`config.mk`:
```
export PLATFORM = sky130hd
export DESIGN_NAME = qrpm_ram
export DESIGN_NICKNAME = d
export VERILOG_FILES = /design/src/rtl/qrpm_ram.sv
export SDC_FILE = /design/constraint.sdc
export NUM_CORES = 2
export LEC_CHECK = 0
export BUFFER_PORTS_ARGS = -buffer_cell sky130_fd_sc_hd__buf_2
export CORE_ASPECT_RATIO = 0.75
export CORE_UTILIZATION = 55
export DETAILED_ROUTE_END_ITERATION = 16
export PLACE_DENSITY = 0.71
export SYNTH_ARGS = -nofsm -noshare
export SYNTH_HDL_FRONTEND = slang
export SYNTH_SLANG_ARGS = --single-unit
```
`constraint.sdc`:
```
create_clock -name clk_i -period 4.36 [get_ports clk_i]
set_clock_uncertainty 0.15 [all_clocks]
set_input_delay 0.654 -clock clk_i [delete_from_list [all_inputs] [get_ports clk_i]]
set_output_delay 0.654 -clock clk_i [all_outputs]
set_load 0.01 [all_outputs]
```
`src/rtl/qrpm_ram.sv`:
```
module qrpm_ram #(
  parameter int DEPTH = 1024,
  parameter int WIDTH = 2,
  parameter int AW    = $clog2(DEPTH)
) (
  input  logic             clk_i,
  input  logic             we_i,
  input  logic [AW-1:0]    waddr_i,
  input  logic [WIDTH-1:0] wdata_i,
  input  logic             re_i,
  input  logic [AW-1:0]    raddr_i,
  output logic [WIDTH-1:0] rdata_o
);

  logic [WIDTH-1:0] mem [DEPTH];
  logic [WIDTH-1:0] rdata_q;

  // One write port and one registered read port.
  always_ff @(posedge clk_i) begin
    if (we_i) begin
      mem[waddr_i] <= wdata_i;
    end
  end

  always_ff @(posedge clk_i) begin
    if (re_i) begin
      rdata_q <= mem[raddr_i];
    end
  end

  assign rdata_o = rdata_q;

endmodule

```
=== Word level (Yosys, flattened, before mapping) ===
Memories as Yosys holds them, arrays and structs flattened. A register that Yosys moved wholly into a read port is not among the register bits.
Index checks and enable logic that the tools add are counted.

* Register bits after elaboration: 0
* Bits in writable memories: 2048
* Logic and storage cells: 3
* Memories: 1

{| class="wikitable"
|+ Memory list
! memory !! depth !! width !! read ports !! clocked after memory_dff !! write ports !! RTL line !! text
|-
| mem || 1024 || 2 || 1 || 1 || 1 || 15 || <nowiki>logic [WIDTH-1:0] mem [DEPTH];</nowiki>
|}

* Multiplexer cells: 2

{| class="wikitable"
|+ Operators with widths
! operator !! count
|-
| 1-bit two-way mux || 2
|}

=== Depth between registers and ports, before layout ===
* Word-level depth: 2
* Gate-level depth with buffers: 15
* Gate-level depth less buffers: 8

=== Least setup slack after synthesis ===
No wires, ideal clock.

* Kind: input -> register
* From: input raddr_i[0]
* To: register rdata_q[1] (netlist: rdata_o[1]) (read register of mem) (data pin)
* Setup time: 0.277 ns
* Arrival time: 2.876 ns
* Data required time: 3.933 ns
* Setup slack: 1.057 ns
* Stages: 12
* Buffers on the path: 5
* Cell sequence: buf_6 -> buf_12 -> buf_8 -> buf_6 -> buf_6 -> mux4_2 -> a221oi_1 -> o21ai_0 -> nor3_1 -> o31ai_1 -> o31ai_1 -> nand4_1

{| class="wikitable"
|+ RTL lines
! element !! RTL line !! text
|-
| from (decl) || 11 || <nowiki>input logic [AW-1:0] raddr_i,</nowiki>
|-
| to (decl) || 16 || <nowiki>logic [WIDTH-1:0] rdata_q;</nowiki>
|}

==> metrics.yaml <==
ios: 27
post_drt_wl_per_cell_um: 32.9
die_h_um: 340
gp_congestion: 0.884
drive_gt1_share_pct: 20.9
clk_latency_ns: 0.84
rsz0062_at_grt: "false"
tritoncts: "built"
cp.required_ns: 4.77
ys_top_cells_by_count: "2050 x edfxtp_1, 1054 x nor2_1, 449 x mux4_2"
nets: 4891
setup_tns_ns: 0
crit_family: "simple AND/OR/NAND/NOR gates"
hp-class: "in -> reg"
htree_levels: 4
ant_nets: 0
drc: 0
syn_to_final_growth_pct: 11.5
fmax_ghz: 0.279
row_count: 123
grt-busiest-layer: "met2"
async_reset_ff_share_pct: 0
io_buffers: 26
via_per_inst: 6.70
cts_buffers: 182
synth_seq_cells: 2050
seqPwrFrac_pct: 53.7
antenna_found_initial: 13
grt_pass1_wl_um: 327000
dp.final_hpwl_um: 134000
die_area_um2: 154000
first_pass_iters: 9
peakVddDrop_mv: 0.469
grt.met2_usage_pct: 42.9
synth_nets: 4818
syn_area_um2: 83800
avgSynthCellArea_um2: 17.5
cp_num_buf_inv: 3
period_needed_ns: 3.58
worstMarginPinSlew_ns: 1.31
drt-total-wl_um: 231000
yosys-top-cells-area: "edfxtp_1 73%, mux4_2 12%, nor2_1 4.7%"
power_density_nw_per_um2: 432
clockBufferDepth: 3
cp_max_fo: 21
timing.final.crit_share_pct: 82.1
layout_setup_ws_ns: 0.781
power_frac_comb_pct: 5.4
post_cts_buffers: 0
grt_max_degree: 167
max_stage_delay_ns: 0.55
overflow: 0
cpMostUsedCell: "nand4_1"
first_global_vias: 45900
path_cells: "buf_8 -> buf_12 -> buf_12 -> mux4_2 -> mux2_2 -> a22oi_1 -> nand4_1 -> nand4_1 -> o31ai_1 -> o31ai_1 -> nand4_1"
clockRootBuffer: "clkbuf_16"
yosysWarnings: 0
place_inst: 6681
end_kind: "flip-flop"
drv_cap: 0
numClockSinks: 2050
synth_ff_type: "edfxtp_1"
start_util_pct: 55.7
clkTransAtPathRegs_ns: 0.06
crit_type: "in -> reg"
placed_area_um2: 87400
synthCells: 4793
final_area_um2: 93400
worst_ep_arrival_time_ns: 3.99
grt.met3_usage_pct: 11.1
slew_viol_final: 0
leakage_uw: 0.0286
switching_share_pct: 21.4
use_met1_pct: 42.9
crit_slowest_cell: "mux4_2"
fin_hold_ws_ns: 0.163
yosysTopAreaCell: "edfxtp_1"
timing.slew.headroom_pct: 12.8
route.vias.total: 47100
status: "finished clean"
dieWidth_um: 453
synth_seq_area_share_pct: 73.5
start_kind: "primary input"
n_fill_cell: 10500
layout.cells.non_filler: 7025
yosysUniqueCellTypes: 65
pwr-share-clk_pct: 40.8
synth_top_area_share_pct: 73.5
synth_edf_count: 2050
p_int_uw: 31700
drt_iter0_markers: 7801
synth_most_common_cell: "edfxtp_1"
core_area_um2: 151000
switchingPower_uw: 8640
pre_cts_ws_ns: 0.0902
hold_viol_final: 0
grt.total_usage_pct: 30.1
setup_violations: 0
## cell type report
type / count / area, µm² / share of cell area, %
inverter: 6 / 26.3 / 0.0281
antenna: 5 / 12.5 / 0.0134
clock buffer: 218 / 4770 / 5.11
sequential: 2050 / 61600 / 65.9
clock inverter: 120 / 1250 / 1.34
tap: 2000 / 2500 / 2.68
timing repair buffer: 285 / 2910 / 3.12
multi-input combinational: 2341 / 20400 / 21.8
## final timing paths
path / from / end / slack (ns) / depth (start not counted)
setup / recovery: raddr_i[0] / rdata_o[1] / 0.78 / 11
hold / removal: wdata_i[1] / mem[233][1] / 0.16 / 1
setup reg to reg: mem[6][1] / rdata_o[1] / 1.03 / 8
hold reg to reg: mem[723][1] / rdata_o[1] / 1.14 / 6
## worst reg2reg max path: cells and delay by family (launching register included)
family          cells  cell delay [ns]
compound gates      3             0.79
flops               1             0.38
mux                 2             0.80
simple gates        3             0.95
## power groups by stage
stage	Sequential (µW)	Clock [µW]	Combinational, µW
2_1_floorplan	22100	0	1130
5_1_grt	21700	17300	2260
3_3_place_gp	22100	0	2120
3_5_place_dp	22100	0	2140
4_1_cts	21700	16600	2150
6_report	21700	16500	2190
## logic make-up after synthesis
kind of cell,synth area share [%]
muxes,14.7
and+or+nand+nor,6.40
AOI/OAI and AO/OA,2.98
buffers and inverters,2.49
DFF,73.5
## state kept, by name, indices dropped and copies added, names as in the netlist
name,count
mem,2048
rdata_o,2
## stage by stage
stage                     total power [µW]  util, %
after global placement               24200     58.1
after global routing                 41200     62.1
final                                40400     62.1
after floorplan                      23300        -
after CTS                            40400     62.1
after detailed placement             24300     58.1
## cell usage in the layout (no fill, tap or decap), drive strengths merged, types with 4 or more instances in the layout
master    netlist  layout
a211oi         13      13
and2            6       6
clkbuf        239     218
buf           157     284
nor3           45      45
nor2         1054    1054
nand3b          4       4
clkinvlp        0      10
o31ai           5       5
nor4           10      10
a22oi          45      45
and3            8       8
nand2          96      96
mux2i         205     205
edfxtp       2050    2050
nand3          39      39
mux2           10      10
inv             5       8
diode           0       5
o22ai          45      45
mux4          449     449
a31oi           7       7
a21oi          70      70
a22o           13      13
a221oi         13      13
o311ai          4       4
bufinv          0      24
nor3b          10      10
o221ai         83      83
nand2b          8       8
clkinv          1      84
o21ai          36      36
nand4          13      13
nor2b          13      13
## layer usage
layer	wire length, µm	vias up	share of wire [%]
met5	49	-	0.021
met4	8430	8	3.7
met3	34800	475	15
met2	102000	3368	44
met1	86000	24200	37
li1	-	19000	-
## timing repair
action / 4_1_cts / 5_1_grt
endpoints found under the hold margin: 2 / 0
endpoints found under the setup margin: 0 / 0
gates resized for setup: 0 / 0
hold buffers: 1 / 0
Note: power is estimated with default switching activity, not from simulation.
