[config.mk]
export PLATFORM = sky130hd
export DESIGN_NAME = qrpm_regs
export DESIGN_NICKNAME = d
export VERILOG_FILES = /design/src/rtl/qrpm_pkg.sv /design/src/rtl/qrpm_regs.sv
export SDC_FILE = /design/constraint.sdc
export NUM_CORES = 1
export LEC_CHECK = 0
export BUFFER_PORTS_ARGS = -buffer_cell sky130_fd_sc_hd__clkbuf_2
export CORE_ASPECT_RATIO = 0.8
export CORE_MARGIN = 2
export CORE_UTILIZATION = 32
export CTS_BUF_LIST = sky130_fd_sc_hd__clkbuf_4 sky130_fd_sc_hd__clkbuf_8 sky130_fd_sc_hd__clkbuf_16
export DETAILED_ROUTE_END_ITERATION = 10
export GPL_ROUTABILITY_DRIVEN = 0
export PLACE_DENSITY = 0.77
export SYNTH_ARGS = -nofsm -noshare
export SYNTH_HDL_FRONTEND = slang
export SYNTH_SLANG_ARGS = --single-unit
[constraint.sdc]
create_clock -name clk_i -period 1.42 [get_ports clk_i]
set_input_delay 0.071 -clock clk_i [delete_from_list [all_inputs] [get_ports clk_i]]
set_output_delay 0.071 -clock clk_i [all_outputs]
set_load 0.01 [all_outputs]
[src/rtl/qrpm_pkg.sv]
package qrpm_pkg;

  // Geometry of the module store.
  localparam int MAX_SIDE  = 177;
  localparam int MEM_DEPTH = MAX_SIDE * MAX_SIDE;
  localparam int ADDR_W    = $clog2(MEM_DEPTH);
  localparam int SIDE_BASE = 21;
  localparam int TIMING_COL = 6;
  localparam int BITS_PER_CW = 8;

  // Module codes held in the store.
  localparam logic [1:0] MOD_WHITE = 2'd0;
  localparam logic [1:0] MOD_BLACK = 2'd1;
  localparam logic [1:0] MOD_FREE  = 2'd2;

  // Walk position after reset (version 0).
  localparam logic [7:0] WALK_RESET_POS = 8'(SIDE_BASE - 1);

  typedef enum logic [1:0] {
    OP_SET     = 2'd0,
    OP_PLACE   = 2'd1,
    OP_READ    = 2'd2,
    OP_RESTART = 2'd3
  } opcode_e;

  typedef enum logic [0:0] {
    REG_VERSION = 1'b0,
    REG_MASK    = 1'b1
  } reg_idx_e;

  typedef enum logic [2:0] {
    ST_CLEAR,
    ST_IDLE,
    ST_SET,
    ST_READ,
    ST_RDATA,
    ST_WALK_RD,
    ST_WALK_CHK,
    ST_DONE
  } state_e;

  // Configuration seen by the controller.
  typedef struct packed {
    logic [5:0] version;
    logic [2:0] mask_pattern;
    logic [7:0] side;
  } cfg_t;

  // Symbol side, clamped to the store size.
  function automatic logic [7:0] side_of(input logic [5:0] version);
    logic [8:0] s;
    s = 9'(SIDE_BASE) + {1'b0, version, 2'b00};
    if (s > 9'(MAX_SIDE)) begin
      s = 9'(MAX_SIDE);
    end
    return s[7:0];
  endfunction

  // Store address of a module.
  function automatic logic [ADDR_W-1:0] mem_addr(input logic [7:0] row,
                                                 input logic [7:0] col);
    return ADDR_W'(row) * ADDR_W'(MAX_SIDE) + ADDR_W'(col);
  endfunction

  // Quotient by three of an 8-bit value, by reciprocal multiplication.
  function automatic logic [6:0] div3(input logic [7:0] x);
    logic [16:0] p;
    p = 17'(x) * 17'd171;
    return p[15:9];
  endfunction

  function automatic logic [1:0] mod3(input logic [7:0] x);
    logic [8:0] t;
    t = 9'(x) - 9'(div3(x)) * 9'd3;
    return t[1:0];
  endfunction

  // Reduce a value below six modulo three.
  function automatic logic [1:0] fold3(input logic [2:0] x);
    logic [2:0] t;
    t = (x >= 3'd3) ? x - 3'd3 : x;
    return t[1:0];
  endfunction

  // One when the data mask inverts the module at (r, c).
  function automatic logic mask_invert(input logic [2:0] pattern,
                                       input logic [7:0] r,
                                       input logic [7:0] c);
    logic [1:0] r3;
    logic [1:0] c3;
    logic [1:0] p3;
    logic [1:0] s3;
    logic       p2;
    logic       s2;
    logic [6:0] cq;
    logic       inv;
    r3  = mod3(r);
    c3  = mod3(c);
    cq  = div3(c);
    p3  = fold3(3'(r3 * c3 == 4'd4 ? 4'd1 : 4'(r3 * c3)));
    s3  = fold3(3'(r3) + 3'(c3));
    p2  = r[0] & c[0];
    s2  = r[0] ^ c[0];
    case (pattern)
      3'd0:    inv = ~s2;
      3'd1:    inv = ~r[0];
      3'd2:    inv = (c3 == 2'd0);
      3'd3:    inv = (s3 == 2'd0);
      3'd4:    inv = ~(r[1] ^ cq[0]);
      3'd5:    inv = ~p2 && (p3 == 2'd0);
      3'd6:    inv = ~(p2 ^ p3[0]);
      default: inv = ~(s2 ^ p3[0]);
    endcase
    return inv;
  endfunction

endpackage

[src/rtl/qrpm_regs.sv]
module qrpm_regs (
  input  logic              clk_i,
  input  logic              rst_ni,
  input  logic              psel,
  input  logic              penable,
  input  logic              pwrite,
  input  logic [2:0]        paddr,
  input  logic [31:0]       pwdata,
  output logic [31:0]       prdata,
  output logic              pready,
  output qrpm_pkg::cfg_t    cfg_o
);

  logic [5:0]         version_q;
  logic [5:0]         version_d;
  logic [2:0]         mask_q;
  logic [2:0]         mask_d;
  logic               wr_en;
  qrpm_pkg::reg_idx_e idx;

  assign pready = 1'b1;
  assign idx    = qrpm_pkg::reg_idx_e'(paddr[2]);
  assign wr_en  = psel && penable && pwrite;

  // Register write decode.
  always_comb begin
    version_d = version_q;
    mask_d    = mask_q;
    if (wr_en) begin
      unique case (idx)
        qrpm_pkg::REG_VERSION: version_d = pwdata[5:0];
        qrpm_pkg::REG_MASK:    mask_d    = pwdata[2:0];
        default: ;
      endcase
    end
  end

  always_ff @(posedge clk_i or negedge rst_ni) begin
    if (!rst_ni) begin
      version_q <= '0;
      mask_q    <= '0;
    end else begin
      version_q <= version_d;
      mask_q    <= mask_d;
    end
  end

  // Register read mux.
  always_comb begin
    unique case (idx)
      qrpm_pkg::REG_VERSION: prdata = 32'(version_q);
      qrpm_pkg::REG_MASK:    prdata = 32'(mask_q);
      default:               prdata = '0;
    endcase
  end

  assign cfg_o.version      = version_q;
  assign cfg_o.mask_pattern = mask_q;
  assign cfg_o.side         = qrpm_pkg::side_of(version_q);

endmodule

* Word level (Yosys, flattened, before mapping)
Index checks and enable logic that the tools add are counted.
Word-level totals: flip-flop bits (word level) 9, input bits 40, output and inout bits 50
Operators by class: $add $sub $neg 1, $lt $le $gt $ge 1, mux-type cells 2, bitwise gates (word level) 1, reduce and logical (&&, ||, !) cells 4
Operators with widths (number):
- 32-bit one-hot mux with 2 select lines | 1
- 5-bit by 8-bit adder with 9-bit output, first input constant | 1
- 9-bit by 8-bit > comparator with 1-bit output, second input constant | 1
- 8-bit 2-to-1 mux | 1
- 2-bit AND reduction | 2
- 1-bit logical AND | 2
- 1-bit inverter | 1

* Depth between registers and ports, before layout
word-level depth 3, mapped depth 5

* Worst setup path after synthesis
No wires, ideal clock.
kind reg2out, start reg version_q[0], end out cfg_o[2] in the netlist's numbering, arrival time 1.566 ns, required time 1.349 ns, path slack -0.217 ns, stages on the path, launching flop included 6, path through dfrtp_1 > ha_1 > or2_2 > o21ai_1 > a221oi_2 > nor3b_2
RTL lines:
- start, declared | line qrpm_regs.sv:14 | logic [5:0] version_q;
- start signal, assigned | line qrpm_regs.sv:43 | version_q <= version_d;
- end, declared | line qrpm_regs.sv:11 | output qrpm_pkg::cfg_t cfg_o

==> results.txt <==
CTS Sinks -> 9
Setup violators final -> 5
Worst setup SP type -> register
Worst Slack Setup Final -> -0.317 ns
Critical path data arrival time -> 1.67 ns
Worst Hold Depth -> 2
Yosys top cell area share -> 25.8%
Initial antenna violation count -> 0
Post-synth EDFFs -> 0
Seq/Total Area, Yosys -> 25.8%
CTS max path bufs -> 2
Crit-path slowest cell -> dfrtp_2
Num CTS Buffers -> 3
Ys Warns -> 0
First-pass GRT wire length -> 3150 µm
Area grow syn2layout -> 27.8%
CP peak stage delay -> 0.45 ns
Crit path kind -> register to output pin
Final Hold Fails -> 0
Yosys top cell by area -> dfrtp_1
Die Y -> 50.7 µm
Count leader, synth -> buf_4
Final Skew -> 0 ns
Worst path top cell family by delay -> flip-flops
Peak supply drop -> 0.574 mV
Worst-path fanout max -> 5
Initial DRC Count -> 5
Vias/cell -> 4.17
Starting density of the core -> 34.6%
Largest net degree at the start of global routing -> 10
Total global routing overflow -> 0
Vias in the first global route -> 718
Clock root buffer -> clkbuf_4
Hold path start -> pwdata[4]
Worst reg2reg setup slack -> 0.43 ns
Top cells by area, synth -> dfrtp_1 26%, buf_4 25%, mux2_2 14%
N_diodes -> 0
Status -> finished, violations left
CP startpoint -> version_q[1]
Core area -> 0.00252 mm²
Synth cell types -> 30
Insertion delay to the later sink of the worst-skew pair -> 0.26 ns
Register clock-pin slew on the reported worst setup and hold paths -> 0.06 ns
Lkg Pwr -> 0.000578 µW
Max Fclk -> 0.576 GHz
Proportion of layout cells with a drive suffix above 1 -> 52.6%
DR WL/cell -> 10.7 µm
Dpl hpwl -> 1630 µm
DIE AREA -> 0.00317 mm²
Setup TNS Final -> -1.30 ns
Fin area -> 0.00112 mm²
DRC -> 0
Synthesized cell area -> 873 µm²
Max-cap violations -> 0
Crit-path cells -> ha_4 -> or2_4 -> o21ai_2 -> a221oi_2 -> nor3b_2 -> buf_2
CTS tree -> done
FF-to-FF End -> version_q[0]
Final core utilization -> 44.2%
Vias post-DR -> 722
Cell Rows -> 16
Die Span X -> 62.4 µm
Commonest cells in the netlist -> 29 x buf_4, 11 x mux2_2, 9 x dfrtp_1
Gate Count Post-Synth -> 94
Buf/Inv on CP -> 1
RSZ-0062 raised after global routing -> true
Critical Path RT -> 1.35 ns
Crit path capture type -> output pin
Ports -> 90
WL final -> 1860 µm
Post-route insts no fill -> 173
Async S/R FF share, synth -> 100%
Nets -> 179
Placed cells -> 167
Buffers on Ports -> 32
Tcrit/Tclk final -> 122%
Reg-to-reg startpoint -> version_q[0]
DP Area -> 0.00105 mm²
Antenna-violating nets left -> 0
Max Slew Vio Count -> 0
Worst reg2reg path depth -> 2
Synthesized flop and latch total -> 9
H-tree levels -> 1
Ys flop type -> dfrtp_1
Mapped Avg Cell Area -> 9.29 µm²
Worst Hold End -> version_q[4]
Hold/Removal Path Class -> input port to register
Pwr dens -> 1350 mW/mm²
Minimum clock period -> 1.74 ns
Failing checks -> setup timing
TritonRoute pass-1 iters -> 3
GR Util All Layers -> 12.5%
## per-stage QoR
step	worst slack, ns	total power, µW	hold WS, ns
floorplan	0.00301	968	-0.225
global placement	-0.0420	1220	-0.0671
detailed placement	-0.0843	1260	-0.0577
CTS	-0.350	1500	0.0383
global route	-0.417	1630	0.0372
finish	-0.317	1500	0.0431
## worst max-delay path by stage
stage                           to  slack [ns]  cells past startpoint
after floorplan           cfg_o[2]       0.003                      5
after global placement    cfg_o[2]       -0.04                      6
after detailed placement  cfg_o[2]       -0.08                      6
after CTS                 cfg_o[2]       -0.35                      6
after global routing      cfg_o[2]       -0.42                      6
final                     cfg_o[2]       -0.32                      6
## repair_timing
action | 4_1_cts | 5_1_grt
endpoints found under the hold margin | 9 | 0
endpoints found under the setup margin | 6 | 7
pin swaps | 3 | 0
setup buffers | 1 | 0
resized for setup | 0 | 10
hold buffers | 1 | 0
## sequential cells by signal, indices dropped and copies added (netlist names)
signal / count
version_q: 6
mask_q: 3
## worst reg2reg max path: stages, from the launching register on
cell	delay (ns)
dfrtp_2	0.45
buf_4	0.17
mux2_2	0.26
## cells in the final DEF (no fill, tap or decap), types with 2 or more instances in the layout
cell type,count
nor2_1,2
dfrtp_2,5
a21o_1,2
clkbuf_2,28
buf_4,11
xnor2_1,2
nand4_1,2
nor2b_1,3
nand3_1,2
buf_2,4
o22ai_1,2
dfrtp_1,4
conb_1,29
inv_1,2
nand2_1,6
clkbuf_4,4
a221oi_2,2
mux2_2,11
## where the power goes
group / leakage, µW / switching [µW] / internal [µW]
Sequential: 0.000103 / 70.1 / 320
Clock: 0.0000184 / 92.4 / 127
Combinational: 0.000457 / 446 / 448
Total: 0.000578 / 608 / 895
## metal layers
layer	GRT usage (%)	vias to the layer above	part of all wire (%)
met2	24.0	38	55
li1	-	349	-
met3	2.69	0	6.5
met1	14.1	335	39
met4	3.33	0	0
met5	0	-	0
## layout make-up
class / count / area, µm²
Sequential cell: 9 / 231
Tap cell: 36 / 45.0
Inverter: 2 / 7.51
Timing Repair Buffer: 45 / 273
Multi-Input combinational cell: 77 / 529
Clock buffer: 4 / 30.0
Fill cell: 249 / 1410
## kinds of logic (layout without fill, tap and decap cells)
group / count (synthesis) / after routing / share of synthesized area [%]
buffers and inverters: 35 / 51 / 28.8
AND/OR/NAND/NOR: 22 / 22 / 14.8
AO/OA/AOI/OAI: 12 / 12 / 12.2
multiplexers: 11 / 11 / 14.2
flip-flops: 9 / 9 / 25.8
other: 2 / 29 / 0.860
XOR/XNOR: 2 / 2 / 2.01
adder cells (fa/ha/maj): 1 / 1 / 1.43
No activity file was read; power rests on OpenSTA's default activity.
