## src/rtl/qrpm_pkg.sv

```systemverilog
package qrpm_pkg;

  // Geometry of the module store.
  localparam int MAX_SIDE  = 177;
  localparam int MEM_DEPTH = MAX_SIDE * MAX_SIDE;
  localparam int ADDR_W    = $clog2(MEM_DEPTH);
  localparam int SIDE_BASE = 21;
  localparam int TIMING_COL = 6;
  localparam int BITS_PER_CW = 8;

  // Module codes held in the store.
  localparam logic [1:0] MOD_WHITE = 2'd0;
  localparam logic [1:0] MOD_BLACK = 2'd1;
  localparam logic [1:0] MOD_FREE  = 2'd2;

  // Walk position after reset (version 0).
  localparam logic [7:0] WALK_RESET_POS = 8'(SIDE_BASE - 1);

  typedef enum logic [1:0] {
    OP_SET     = 2'd0,
    OP_PLACE   = 2'd1,
    OP_READ    = 2'd2,
    OP_RESTART = 2'd3
  } opcode_e;

  typedef enum logic [0:0] {
    REG_VERSION = 1'b0,
    REG_MASK    = 1'b1
  } reg_idx_e;

  typedef enum logic [2:0] {
    ST_CLEAR,
    ST_IDLE,
    ST_SET,
    ST_READ,
    ST_RDATA,
    ST_WALK_RD,
    ST_WALK_CHK,
    ST_DONE
  } state_e;

  // Configuration seen by the controller.
  typedef struct packed {
    logic [5:0] version;
    logic [2:0] mask_pattern;
    logic [7:0] side;
  } cfg_t;

  // Symbol side, clamped to the store size.
  function automatic logic [7:0] side_of(input logic [5:0] version);
    logic [8:0] s;
    s = 9'(SIDE_BASE) + {1'b0, version, 2'b00};
    if (s > 9'(MAX_SIDE)) begin
      s = 9'(MAX_SIDE);
    end
    return s[7:0];
  endfunction

  // Store address of a module.
  function automatic logic [ADDR_W-1:0] mem_addr(input logic [7:0] row,
                                                 input logic [7:0] col);
    return ADDR_W'(row) * ADDR_W'(MAX_SIDE) + ADDR_W'(col);
  endfunction

  // Quotient by three of an 8-bit value, by reciprocal multiplication.
  function automatic logic [6:0] div3(input logic [7:0] x);
    logic [16:0] p;
    p = 17'(x) * 17'd171;
    return p[15:9];
  endfunction

  function automatic logic [1:0] mod3(input logic [7:0] x);
    logic [8:0] t;
    t = 9'(x) - 9'(div3(x)) * 9'd3;
    return t[1:0];
  endfunction

  // Reduce a value below six modulo three.
  function automatic logic [1:0] fold3(input logic [2:0] x);
    logic [2:0] t;
    t = (x >= 3'd3) ? x - 3'd3 : x;
    return t[1:0];
  endfunction

  // One when the data mask inverts the module at (r, c).
  function automatic logic mask_invert(input logic [2:0] pattern,
                                       input logic [7:0] r,
                                       input logic [7:0] c);
    logic [1:0] r3;
    logic [1:0] c3;
    logic [1:0] p3;
    logic [1:0] s3;
    logic       p2;
    logic       s2;
    logic [6:0] cq;
    logic       inv;
    r3  = mod3(r);
    c3  = mod3(c);
    cq  = div3(c);
    p3  = fold3(3'(r3 * c3 == 4'd4 ? 4'd1 : 4'(r3 * c3)));
    s3  = fold3(3'(r3) + 3'(c3));
    p2  = r[0] & c[0];
    s2  = r[0] ^ c[0];
    case (pattern)
      3'd0:    inv = ~s2;
      3'd1:    inv = ~r[0];
      3'd2:    inv = (c3 == 2'd0);
      3'd3:    inv = (s3 == 2'd0);
      3'd4:    inv = ~(r[1] ^ cq[0]);
      3'd5:    inv = ~p2 && (p3 == 2'd0);
      3'd6:    inv = ~(p2 ^ p3[0]);
      default: inv = ~(s2 ^ p3[0]);
    endcase
    return inv;
  endfunction

endpackage

```

## src/rtl/qrpm_ctrl.sv

```systemverilog
module qrpm_ctrl (
  input  logic                        clk_i,
  input  logic                        rst_ni,
  input  qrpm_pkg::cfg_t              cfg_i,
  input  logic                        in_valid_i,
  output logic                        in_ready_o,
  input  logic [1:0]                  opcode_i,
  input  logic [7:0]                  col_i,
  input  logic [7:0]                  row_i,
  input  logic [1:0]                  module_value_i,
  input  logic [7:0]                  codeword_i,
  output logic                        out_valid_o,
  input  logic                        out_ready_i,
  output logic [1:0]                  read_value_o,
  output logic                        in_range_o,
  output logic [3:0]                  bits_placed_o,
  output logic                        walk_done_o,
  output logic                        ram_we_o,
  output logic [qrpm_pkg::ADDR_W-1:0] ram_waddr_o,
  output logic [1:0]                  ram_wdata_o,
  output logic                        ram_re_o,
  output logic [qrpm_pkg::ADDR_W-1:0] ram_raddr_o,
  input  logic [1:0]                  ram_rdata_i
);

  qrpm_pkg::state_e  state_q, state_d;
  qrpm_pkg::opcode_e op_in;
  logic [7:0] col_q, col_d, row_q, row_d;
  logic [1:0] val_q, val_d;
  logic [7:0] cw_q, cw_d;
  logic [3:0] placed_q, placed_d;
  logic       rng_q, rng_d;
  logic [1:0] rd_q, rd_d;
  logic [7:0] wcol_q, wcol_d, wrow_q, wrow_d;
  logic       up_q, up_d, left_q, left_d, fin_q, fin_d;
  logic [qrpm_pkg::ADDR_W-1:0] clr_q, clr_d;
  logic       ov_q, ov_d;
  logic [1:0] ord_q, ord_d;
  logic       orng_q, orng_d;
  logic [3:0] oplc_q, oplc_d;
  logic       odone_q, odone_d;

  logic [7:0] side;
  logic       in_sym;
  logic [7:0] a_row, a_col;
  logic [qrpm_pkg::ADDR_W-1:0] addr;
  logic       is_free;
  logic       mask_inv;

  logic [7:0] adv_col, adv_row, adv_col_m1;
  logic       adv_up, adv_left, adv_fin, at_edge;
  logic [8:0] row_p1;

  assign side   = cfg_i.side;
  assign op_in  = qrpm_pkg::opcode_e'(opcode_i);
  assign in_sym = (col_i < side) && (row_i < side);

  // One address multiplier shared by direct access and the walk.
  always_comb begin
    if (state_q == qrpm_pkg::ST_SET || state_q == qrpm_pkg::ST_READ) begin
      a_row = row_q;
      a_col = col_q;
    end else begin
      a_row = wrow_q;
      a_col = wcol_q;
    end
  end

  assign addr     = qrpm_pkg::mem_addr(a_row, a_col);
  assign is_free  = (ram_rdata_i == qrpm_pkg::MOD_FREE);
  assign mask_inv = qrpm_pkg::mask_invert(cfg_i.mask_pattern, wrow_q, wcol_q);

  // Next zigzag position: right column, left column, then one row on.
  always_comb begin
    adv_col    = wcol_q;
    adv_row    = wrow_q;
    adv_up     = up_q;
    adv_left   = left_q;
    adv_fin    = 1'b0;
    at_edge    = 1'b0;
    row_p1     = {1'b0, wrow_q} + 9'd1;
    adv_col_m1 = wcol_q - 8'd1;
    if (!left_q) begin
      adv_col  = adv_col_m1;
      adv_left = 1'b1;
    end else begin
      adv_left = 1'b0;
      if (up_q) begin
        at_edge = (wrow_q == 8'd0);
        adv_row = wrow_q - 8'd1;
      end else begin
        at_edge = (row_p1 >= {1'b0, side});
        adv_row = row_p1[7:0];
      end
      if (!at_edge) begin
        adv_col = wcol_q + 8'd1;
      end else begin
        // Turn around and move to the next column pair on the left.
        adv_row = up_q ? 8'd0 : side - 8'd1;
        adv_up  = ~up_q;
        if (wcol_q == 8'd0) begin
          adv_fin = 1'b1;
          adv_col = 8'd0;
        end else if (adv_col_m1 == 8'(qrpm_pkg::TIMING_COL)) begin
          adv_col = adv_col_m1 - 8'd1;
        end else begin
          adv_col = adv_col_m1;
        end
      end
    end
  end

  // Sequencer: next state, store accesses and result.
  always_comb begin
    state_d   = state_q;
    col_d     = col_q;
    row_d     = row_q;
    val_d     = val_q;
    cw_d      = cw_q;
    placed_d  = placed_q;
    rng_d     = rng_q;
    rd_d      = rd_q;
    wcol_d    = wcol_q;
    wrow_d    = wrow_q;
    up_d      = up_q;
    left_d    = left_q;
    fin_d     = fin_q;
    clr_d     = clr_q;
    ov_d      = ov_q && !out_ready_i;
    ord_d     = ord_q;
    orng_d    = orng_q;
    oplc_d    = oplc_q;
    odone_d   = odone_q;
    in_ready_o  = 1'b0;
    ram_we_o    = 1'b0;
    ram_waddr_o = addr;
    ram_wdata_o = val_q;
    ram_re_o    = 1'b0;
    ram_raddr_o = addr;

    unique case (state_q)
      qrpm_pkg::ST_CLEAR: begin
        ram_we_o    = 1'b1;
        ram_waddr_o = clr_q;
        ram_wdata_o = qrpm_pkg::MOD_FREE;
        if (clr_q == qrpm_pkg::ADDR_W'(qrpm_pkg::MEM_DEPTH - 1)) begin
          state_d = qrpm_pkg::ST_IDLE;
        end else begin
          clr_d = clr_q + qrpm_pkg::ADDR_W'(1);
        end
      end

      qrpm_pkg::ST_IDLE: begin
        in_ready_o = 1'b1;
        if (in_valid_i) begin
          col_d    = col_i;
          row_d    = row_i;
          val_d    = module_value_i;
          cw_d     = codeword_i;
          placed_d = '0;
          rd_d     = '0;
          rng_d    = in_sym && (op_in == qrpm_pkg::OP_SET || op_in == qrpm_pkg::OP_READ);
          unique case (op_in)
            qrpm_pkg::OP_SET:
              state_d = in_sym ? qrpm_pkg::ST_SET : qrpm_pkg::ST_DONE;
            qrpm_pkg::OP_READ:
              state_d = in_sym ? qrpm_pkg::ST_READ : qrpm_pkg::ST_DONE;
            qrpm_pkg::OP_PLACE:
              state_d = fin_q ? qrpm_pkg::ST_DONE : qrpm_pkg::ST_WALK_RD;
            qrpm_pkg::OP_RESTART: begin
              wcol_d  = side - 8'd1;
              wrow_d  = side - 8'd1;
              up_d    = 1'b1;
              left_d  = 1'b0;
              fin_d   = 1'b0;
              state_d = qrpm_pkg::ST_DONE;
            end
            default: state_d = qrpm_pkg::ST_DONE;
          endcase
        end
      end

      qrpm_pkg::ST_SET: begin
        ram_we_o = 1'b1;
        state_d  = qrpm_pkg::ST_DONE;
      end

      qrpm_pkg::ST_READ: begin
        ram_re_o = 1'b1;
        state_d  = qrpm_pkg::ST_RDATA;
      end

      qrpm_pkg::ST_RDATA: begin
        rd_d    = ram_rdata_i;
        state_d = qrpm_pkg::ST_DONE;
      end

      qrpm_pkg::ST_WALK_RD: begin
        // A position outside the current symbol ends the walk.
        if (wcol_q >= side || wrow_q >= side) begin
          fin_d   = 1'b1;
          state_d = qrpm_pkg::ST_DONE;
        end else begin
          ram_re_o = 1'b1;
          state_d  = qrpm_pkg::ST_WALK_CHK;
        end
      end

      qrpm_pkg::ST_WALK_CHK: begin
        if (is_free) begin
          ram_we_o    = 1'b1;
          ram_wdata_o = {1'b0, cw_q[7] ^ mask_inv};
          cw_d        = {cw_q[6:0], 1'b0};
          placed_d    = placed_q + 4'd1;
        end
        wcol_d = adv_col;
        wrow_d = adv_row;
        up_d   = adv_up;
        left_d = adv_left;
        fin_d  = fin_q | adv_fin;
        if ((is_free && placed_q == 4'(qrpm_pkg::BITS_PER_CW - 1)) || adv_fin) begin
          state_d = qrpm_pkg::ST_DONE;
        end else begin
          state_d = qrpm_pkg::ST_WALK_RD;
        end
      end

      qrpm_pkg::ST_DONE: begin
        // Hand the result to the output register once it is free.
        if (!ov_q || out_ready_i) begin
          ov_d    = 1'b1;
          ord_d   = rd_q;
          orng_d  = rng_q;
          oplc_d  = placed_q;
          odone_d = fin_q;
          state_d = qrpm_pkg::ST_IDLE;
        end
      end

      default: state_d = qrpm_pkg::ST_IDLE;
    endcase
  end

  // Control state.
  always_ff @(posedge clk_i or negedge rst_ni) begin
    if (!rst_ni) begin
      state_q <= qrpm_pkg::ST_CLEAR;
      clr_q   <= '0;
      wcol_q  <= qrpm_pkg::WALK_RESET_POS;
      wrow_q  <= qrpm_pkg::WALK_RESET_POS;
      up_q    <= 1'b1;
      left_q  <= 1'b0;
      fin_q   <= 1'b0;
      ov_q    <= 1'b0;
    end else begin
      state_q <= state_d;
      clr_q   <= clr_d;
      wcol_q  <= wcol_d;
      wrow_q  <= wrow_d;
      up_q    <= up_d;
      left_q  <= left_d;
      fin_q   <= fin_d;
      ov_q    <= ov_d;
    end
  end

  // Request and result payload.
  always_ff @(posedge clk_i) begin
    col_q    <= col_d;
    row_q    <= row_d;
    val_q    <= val_d;
    cw_q     <= cw_d;
    placed_q <= placed_d;
    rng_q    <= rng_d;
    rd_q     <= rd_d;
    ord_q    <= ord_d;
    orng_q   <= orng_d;
    oplc_q   <= oplc_d;
    odone_q  <= odone_d;
  end

  assign out_valid_o   = ov_q;
  assign read_value_o  = ord_q;
  assign in_range_o    = orng_q;
  assign bits_placed_o = oplc_q;
  assign walk_done_o   = odone_q;

endmodule

```

## config.mk

```make
export PLATFORM = sky130hd
export DESIGN_NAME = qrpm_ctrl
export DESIGN_NICKNAME = d
export VERILOG_FILES = /design/src/rtl/qrpm_pkg.sv /design/src/rtl/qrpm_ctrl.sv
export SDC_FILE = /design/constraint.sdc
export NUM_CORES = 1
export LEC_CHECK = 0
export BUFFER_PORTS_ARGS = -buffer_cell sky130_fd_sc_hd__buf_4
export CAP_MARGIN = 0
export CORE_AREA = 2 2 143 145
export CTS_BUF_LIST = sky130_fd_sc_hd__clkbuf_2
export CTS_CLUSTER_DIAMETER = 40
export DETAILED_ROUTE_END_ITERATION = 10
export DIE_AREA = 0 0 145 147
export PLACE_DENSITY_LB_ADDON = 0.3
export SLEW_MARGIN = 20
export SYNTH_ARGS = -nofsm -noshare
export SYNTH_HDL_FRONTEND = slang
export SYNTH_SLANG_ARGS = --single-unit
```

## constraint.sdc

```tcl
create_clock -name clk_i -period 7.1 [get_ports clk_i]
set_input_delay 1.42 -clock clk_i [delete_from_list [all_inputs] [get_ports clk_i]]
set_output_delay 1.42 -clock clk_i [all_outputs]
set_load 0.02 [all_outputs]
```

Yosys cells after proc, flatten, opt, wreduce, memory -nomap -nowiden
Index checks and enable logic that the tools add are counted.

cells by class
  $add $sub $neg = 14
  multipliers = 6
  magnitude comparators = 7
  equal/unequal tests = 29
  muxes and demuxes = 62
  bitwise gates (word level) = 15
  reductions and logical operators = 35

operators by type and width
  operator                                            number
  2-to-1 mux 8 bit                                    14
  case mux 8 bit (2 select lines)                     3
  multiplier 8 x 8 -> 16 bit (second input constant)  2
  subtractor 8 x 1 -> 8 bit (second input constant)   4
  == test 3 bit (second input constant)               7
  case mux 3 bit (7 select lines)                     1
  2-to-1 mux 1 bit                                    19
  2-to-1 mux 3 bit                                    6
  greater-or-equal comparator 8 bit                   2
  logical NOT 8 bit                                   2
  less-than comparator 8 bit                          2
  != test 2 bit (second input constant)               8
  adder 15 x 1 -> 15 bit (second input constant)      1
  adder 15 x 8 -> 15 bit                              1
  == test 15 bit (second input constant)              1
  multiplier 8 x 8 -> 15 bit (second input constant)  1
  2-to-1 mux 15 bit                                   1
  multiplier 7 x 2 -> 2 bit (second input constant)   2
  == test 3 x 2 -> 1 bit (second input constant)      4
  2-to-1 mux 2 bit                                    6
  case mux 3 bit (4 select lines)                     1
  adder 8 x 1 -> 9 bit (second input constant)        1
  greater-or-equal comparator 9 x 8 -> 1 bit          1
  AND reduction 3 bit                                 3
  other kinds (33)                                    75

word-level totals
  register bits = 79
  input port bits = 51
  output and inout bits = 44
  word-level logic and storage cells = 187

Depth between registers and ports, before layout
  word-level depth = 14
  depth in mapped cells = 29
  gate-level depth less buffers = 29

Worst setup path after synthesis
Ideal clock, no wire load.

  kind = reg2out
  start point = register wcol_q[1]
  end point = output port ram_wdata_o[0]
  data arrival time = 6.224 ns
  required time = 5.680 ns
  slack = -0.544 ns
  cell stages (with the launch flop) = 29
  cell sequence = dfrtp_1 -> ha_1 -> fa_1 -> fa_1 -> inv_1 -> fa_1 -> inv_1 -> ha_1 -> o21ai_0 -> nand3b_1 -> o21ai_0 -> or2_4 -> ha_1 -> inv_1 -> ha_1 -> nor2_1 -> xnor2_1 -> xnor2_1 -> xnor2_1 -> fa_1 -> ha_1 -> nor3_1 -> nor2_1 -> mux2i_1 -> a21oi_1 -> or3_1 -> o211ai_1 -> o31a_1 -> nand3_1

between the ends
  longest elaborated chain between the ends = 14
  elaborated cells between the ends (all ways) = 27

ends and longest elaborated chain
  what                                                                                   line              text
  start, declared                                                                        qrpm_ctrl.sv:34   logic [7:0] wcol_q, wcol_d, wrow_q, wrow_d;
  start signal, assigned                                                                 qrpm_ctrl.sv:249  wcol_q <= qrpm_pkg::WALK_RESET_POS;
  start signal, assigned                                                                 qrpm_ctrl.sv:258  wcol_q <= wcol_d;
  multiplier 8 x 8 -> 16 bit                                                             qrpm_pkg.sv:68    p = 17'(x) * 17'd171;
  multiplier 7 x 2 -> 2 bit                                                              qrpm_pkg.sv:74    t = 9'(x) - 9'(div3(x)) * 9'd3;
  subtractor 2 bit                                                                       qrpm_pkg.sv:74
  multiplier 2 x 2 -> 4 bit                                                              qrpm_pkg.sv:100   p3 = fold3(3'(r3 * c3 == 4'd4 ? 4'd1 : 4'(r3 * c3)));
  == test 4 x 3 -> 1 bit                                                                 qrpm_pkg.sv:100
  2-to-1 mux 3 bit                                                                       qrpm_pkg.sv:100
  greater-or-equal comparator 3 x 2 -> 1 bit / subtractor 2 bit (equally long branches)  qrpm_pkg.sv:81    t = (x >= 3'd3) ? x - 3'd3 : x;
  2-to-1 mux 2 bit                                                                       qrpm_pkg.sv:81
  logical NOT 2 bit, or another cell as far along                                        qrpm_pkg.sv:110   3'd5: inv = ~p2 && (p3 == 2'd0);
  logical AND 1 bit, or another cell as far along                                        qrpm_pkg.sv:110
  case mux 1 bit (7 select lines) *                                                      qrpm_pkg.sv:104   case (pattern)
  bitwise XOR 1 bit *                                                                    qrpm_ctrl.sv:212  ram_wdata_o = {1'b0, cw_q[7] ^ mask_inv};
  2-to-1 mux 2 bit *                                                                     qrpm_ctrl.sv:210  if (is_free) begin
  case mux 2 bit (2 select lines) *                                                      qrpm_ctrl.sv:141  unique case (state_q)
  end, declared                                                                          qrpm_ctrl.sv:20   output logic [1:0] ram_wdata_o,

Mark *: on every way between the ends. The rest lies on a longest branch, timed or not.

Final worst setup path
  start point = register wcol_q[2]
  end point = output port ram_wdata_o[0]

between the ends
  longest elaborated chain between the ends = 14
  elaborated cells between the ends (all ways) = 27

ends and longest elaborated chain
  what                                                                                   line
  multiplier 8 x 8 -> 16 bit *                                                           qrpm_pkg.sv:68
  multiplier 7 x 2 -> 2 bit                                                              qrpm_pkg.sv:74
  subtractor 2 bit                                                                       qrpm_pkg.sv:74
  multiplier 2 x 2 -> 4 bit                                                              qrpm_pkg.sv:100
  == test 4 x 3 -> 1 bit                                                                 qrpm_pkg.sv:100
  2-to-1 mux 3 bit                                                                       qrpm_pkg.sv:100
  greater-or-equal comparator 3 x 2 -> 1 bit / subtractor 2 bit (equally long branches)  qrpm_pkg.sv:81
  2-to-1 mux 2 bit                                                                       qrpm_pkg.sv:81
  logical NOT 2 bit, or another cell as far along                                        qrpm_pkg.sv:110
  logical AND 1 bit, or another cell as far along                                        qrpm_pkg.sv:110
  case mux 1 bit (7 select lines) *                                                      qrpm_pkg.sv:104
  bitwise XOR 1 bit *                                                                    qrpm_ctrl.sv:212
  2-to-1 mux 2 bit *                                                                     qrpm_ctrl.sv:210
  case mux 2 bit (2 select lines) *                                                      qrpm_ctrl.sv:141

Marked as above.

==> out/qor.log <==
INFO  synth          async_flop_share=48.1%
INFO  clock_network  path_clk_slew=240ps
INFO  die            area_enclosed_by_the_die_boundary=21300µm²
INFO  finish         most-common-layout-cells=ha_1, buf_4, inv_1, nand2_1, xnor2_1
INFO  detailed_routing met3_wirelength=1.32mm
INFO  synth          ys.flop_type=edfxtp_1
INFO  synth          synthesis.nets=1222
INFO  timing         whs=453ps
INFO  clock_network  cts_inserted_buffers=9
INFO  placed_design  post_dp_cell_area=10200µm²
INFO  detailed_routing detailroute.via_count=7275
INFO  detailed_routing met1_length=9.74mm
INFO  finish         layout-drive-gt1-share=19.6%
INFO  finish         post_layout_nonfiller_instances=1385
INFO  placed_design  detailed_place_hpwl=17.6mm
INFO  critical_path  setup.reg_to_reg.worst_slack=3250ps
INFO  detailed_routing drt_pre_antenna_iters=6
INFO  outcome        violations=negative setup slack
INFO  global_routing grt_pass1_wl=35.3mm
INFO  critical_path  crit_required=5680ps
INFO  detailed_routing routedWlPerCell=15.7µm
INFO  timing         final_min_period_over_clock_period=115%
INFO  synth          synth.cell_area=8730µm²
INFO  critical_path  crit_path_end=ram_wdata_o[0]
INFO  timing         fmax=0.123GHz
INFO  die            initial_utilization=44.0%
INFO  timing         finalSetupViolations=1
INFO  timing         fin_worst_skew=30.6ps
INFO  finish         diodes=0
INFO  detailed_routing drt_iter0_drc=388
INFO  die            rows=52
INFO  global_routing number_of_antenna_violations_at_the_first_check_in_global_routing=0
INFO  global_routing largest_net_degree_at_the_start_of_global_routing=39
INFO  die            chipWidth=145µm
INFO  die            core_area=19800µm²
INFO  detailed_routing detailroute.wirelength.met2=10.0mm
INFO  synth          mean_instance_size_in_the_synthesized_netlist=9.03µm²
INFO  detailed_routing route.top_layer_used=met4
INFO  finish         nNetsFinal=1365
INFO  finish         flow.area_growth_from_synthesis=19.9%
INFO  critical_path  worstReg2RegStart=wrow_q[2]
INFO  critical_path  crit_path_arrival_time=6720ps
INFO  placed_design  place.gp.congestion=0.916
INFO  clock_network  clock_latency=610ps
INFO  critical_path  kind_of_start_point_of_the_critical_path=flip-flop
INFO  synth          postSynthCellCount=967
INFO  global_routing global_route.overflow_total=0
INFO  synth          ys_seq_elements=79
INFO  worst_hold_path holdCritPathClass=reg2reg
INFO  critical_path  critical_path.reg2reg.endpoint=wrow_q[7]
INFO  detailed_routing route.antenna.remaining_nets=0
INFO  detailed_routing routed_via_density=5.25
INFO  clock_network  clockBufferDepth=2
INFO  die            dieHeight=147µm
INFO  timing         tightestPinTransition=853ps
INFO  outcome        run_status=complete, but fails checks
INFO  timing         layout_min_cycle_time=8140ps
INFO  finish         final_common_cell=ha_1
INFO  worst_hold_path worst_hold_path.num_cells=0
INFO  detailed_routing route.detailed.drc=0
INFO  placed_design  place_inst=1357
INFO  critical_path  worstSetupEndpointType=output port
INFO  timing         fin_ws=-1040ps
INFO  timing         maxSlewHeadroom=43.1%
INFO  synth          synth-edff-count=41
INFO  clock_network  cts.sink_count=79
INFO  critical_path  worst-path-max-fanout=4
INFO  critical_path  crit_top_cell=ha_4
INFO  critical_path  cp_slowest_cell=dfstp_2
INFO  job            max-cap-violations=0
INFO  global_routing grt_usage=20.7%
INFO  synth          synth_sequential_area_ratio=25.1%
INFO  critical_path  slowest_delay=610ps
INFO  global_routing vias_in_the_first_global_route=7050
INFO  critical_path  criticalPathCategory=reg2out
INFO  finish         post_layout_instance_area=10500µm²
INFO  critical_path  worst-r2r-cell-count=13
INFO  critical_path  worst_setup_path_startpoint=wcol_q[2]
INFO  placed_design  number_of_buffers_inserted_by_port_buffering=88
INFO  timing         hold_violations=0
INFO  timing         setup-tns-final=-1040ps
INFO  detailed_routing drt-total-wl=21.8mm
INFO  clock_network  clockRootBuffer=clkbuf_2
INFO  clock_network  cts_tree=built
INFO  die            io-pin-count=95
INFO  clock_network  h-tree-depth=3
INFO  synth          synth_cell_types=65
INFO  synth          ys_warn_count=0
INFO  timing         drv_slew=0
INFO  timing         grt_setup_unrepaired=true
-- stage by stage --
stage	util, %	setup slack (ps)
2_1_floorplan	-	-105
4_1_cts	52.5	-1080
6_report	52.8	-1040
3_3_place_gp	51.3	-355
3_5_place_dp	51.3	-439
5_1_grt	52.8	-1460
-- kinds of logic after synthesis --
logic type | Yosys count | synth area share [%]
buffers and inverters | 155 | 6.66
xor gates and xnor gates | 76 | 7.62
DFF | 79 | 25.1
muxes | 8 | 0.960
adders and majority gates | 204 | 32.1
AOI/OAI and AO/OA | 178 | 13.4
and+or+nand+nor | 267 | 14.3
-- state kept, by name, indices dropped and copies added (netlist names), 3 cells and up --
name / count
placed_q: 4
wcol_q: 8
clr_q: 15
cw_q: 8
state_q: 3
bits_placed_o: 4
row_q: 8
wrow_q: 8
col_q: 8
-- layer usage --
layer / up-vias / GRT usage, %
met5: - / 0
met4: 0 / 7.87
met3: 45 / 3.51
met2: 202 / 34.6
met1: 3409 / 26.9
li1: 3619 / -
-- cells in the mapped netlist (4+ instances only) --
| master | number | area (µm²) |
|---|---|---|
| a22o_1 | 5 | 43.8 |
| nor2_1 | 49 | 184 |
| a21o_1 | 20 | 150 |
| fa_1 | 33 | 661 |
| a32oi_1 | 4 | 35.0 |
| a21boi_0 | 5 | 37.5 |
| dfstp_2 | 5 | 131 |
| o21a_1 | 4 | 30.0 |
| nor3b_1 | 4 | 30.0 |
| nand2b_1 | 13 | 81.3 |
| mux2i_1 | 5 | 50.1 |
| a31oi_1 | 8 | 50.1 |
| dfrtp_1 | 33 | 826 |
| nand3_1 | 22 | 110 |
| and3_1 | 7 | 43.8 |
| nor3_1 | 16 | 80.1 |
| o21ai_0 | 47 | 235 |
| nor2b_1 | 5 | 31.3 |
| nand4_1 | 8 | 50.1 |
| nand3b_1 | 4 | 30.0 |
| edfxtp_1 | 41 | 1230 |
| clkbuf_1 | 23 | 86.3 |
| xor2_1 | 17 | 149 |
| nand2_1 | 117 | 439 |
| inv_1 | 129 | 484 |
| a31o_2 | 4 | 35.0 |
| and2_1 | 4 | 25.0 |
| o32ai_1 | 5 | 43.8 |
| xnor2_1 | 59 | 517 |
| a21oi_1 | 40 | 200 |
| ha_1 | 171 | 2140 |
| o211ai_1 | 7 | 52.6 |
-- final cells by class --
type / count / area (µm²)
Clock inverter: 6 / 85.1
Fill cell: 1815 / 9380
Multi-Input combinational cell: 734 / 6140
Timing Repair Buffer: 157 / 1180
Inverter: 129 / 484
Sequential cell: 79 / 2190
Tap cell: 270 / 338
Clock buffer: 10 / 50.0
-- what timing repair did --
action | 4_1_cts | 5_1_grt
pin swaps | 11 | 2
cloned | 0 | 1
hold buffers | 0 | 0
resized for setup | 4 | 5
setup endpoints to repair | 4 | 4
buffers inserted | 7 | 4
-- worst min path at each step --
stage | start | end | slack, ps
floorplan | rng_q | in_range_o | 400
global placement | rd_q[0] | read_value_o[0] | 400
detailed placement | rd_q[0] | read_value_o[0] | 410
CTS | rng_q | in_range_o | 450
global route | rng_q | in_range_o | 470
finish | rng_q | in_range_o | 450
-- worst max-delay path: cells and delay by family, from the launching register on --
kind,cells,cell delay (ps)
adders and majority gates,9,2960
and+or+nand+nor,6,880
AOI/OAI and AO/OA,5,650
DFF,1,610
xor gates and xnor gates,3,540
buffers and inverters,4,300
muxes,1,130
Power is not shown: default switching activity piles up to over one toggle a cycle in this logic, so the estimate is an artifact.
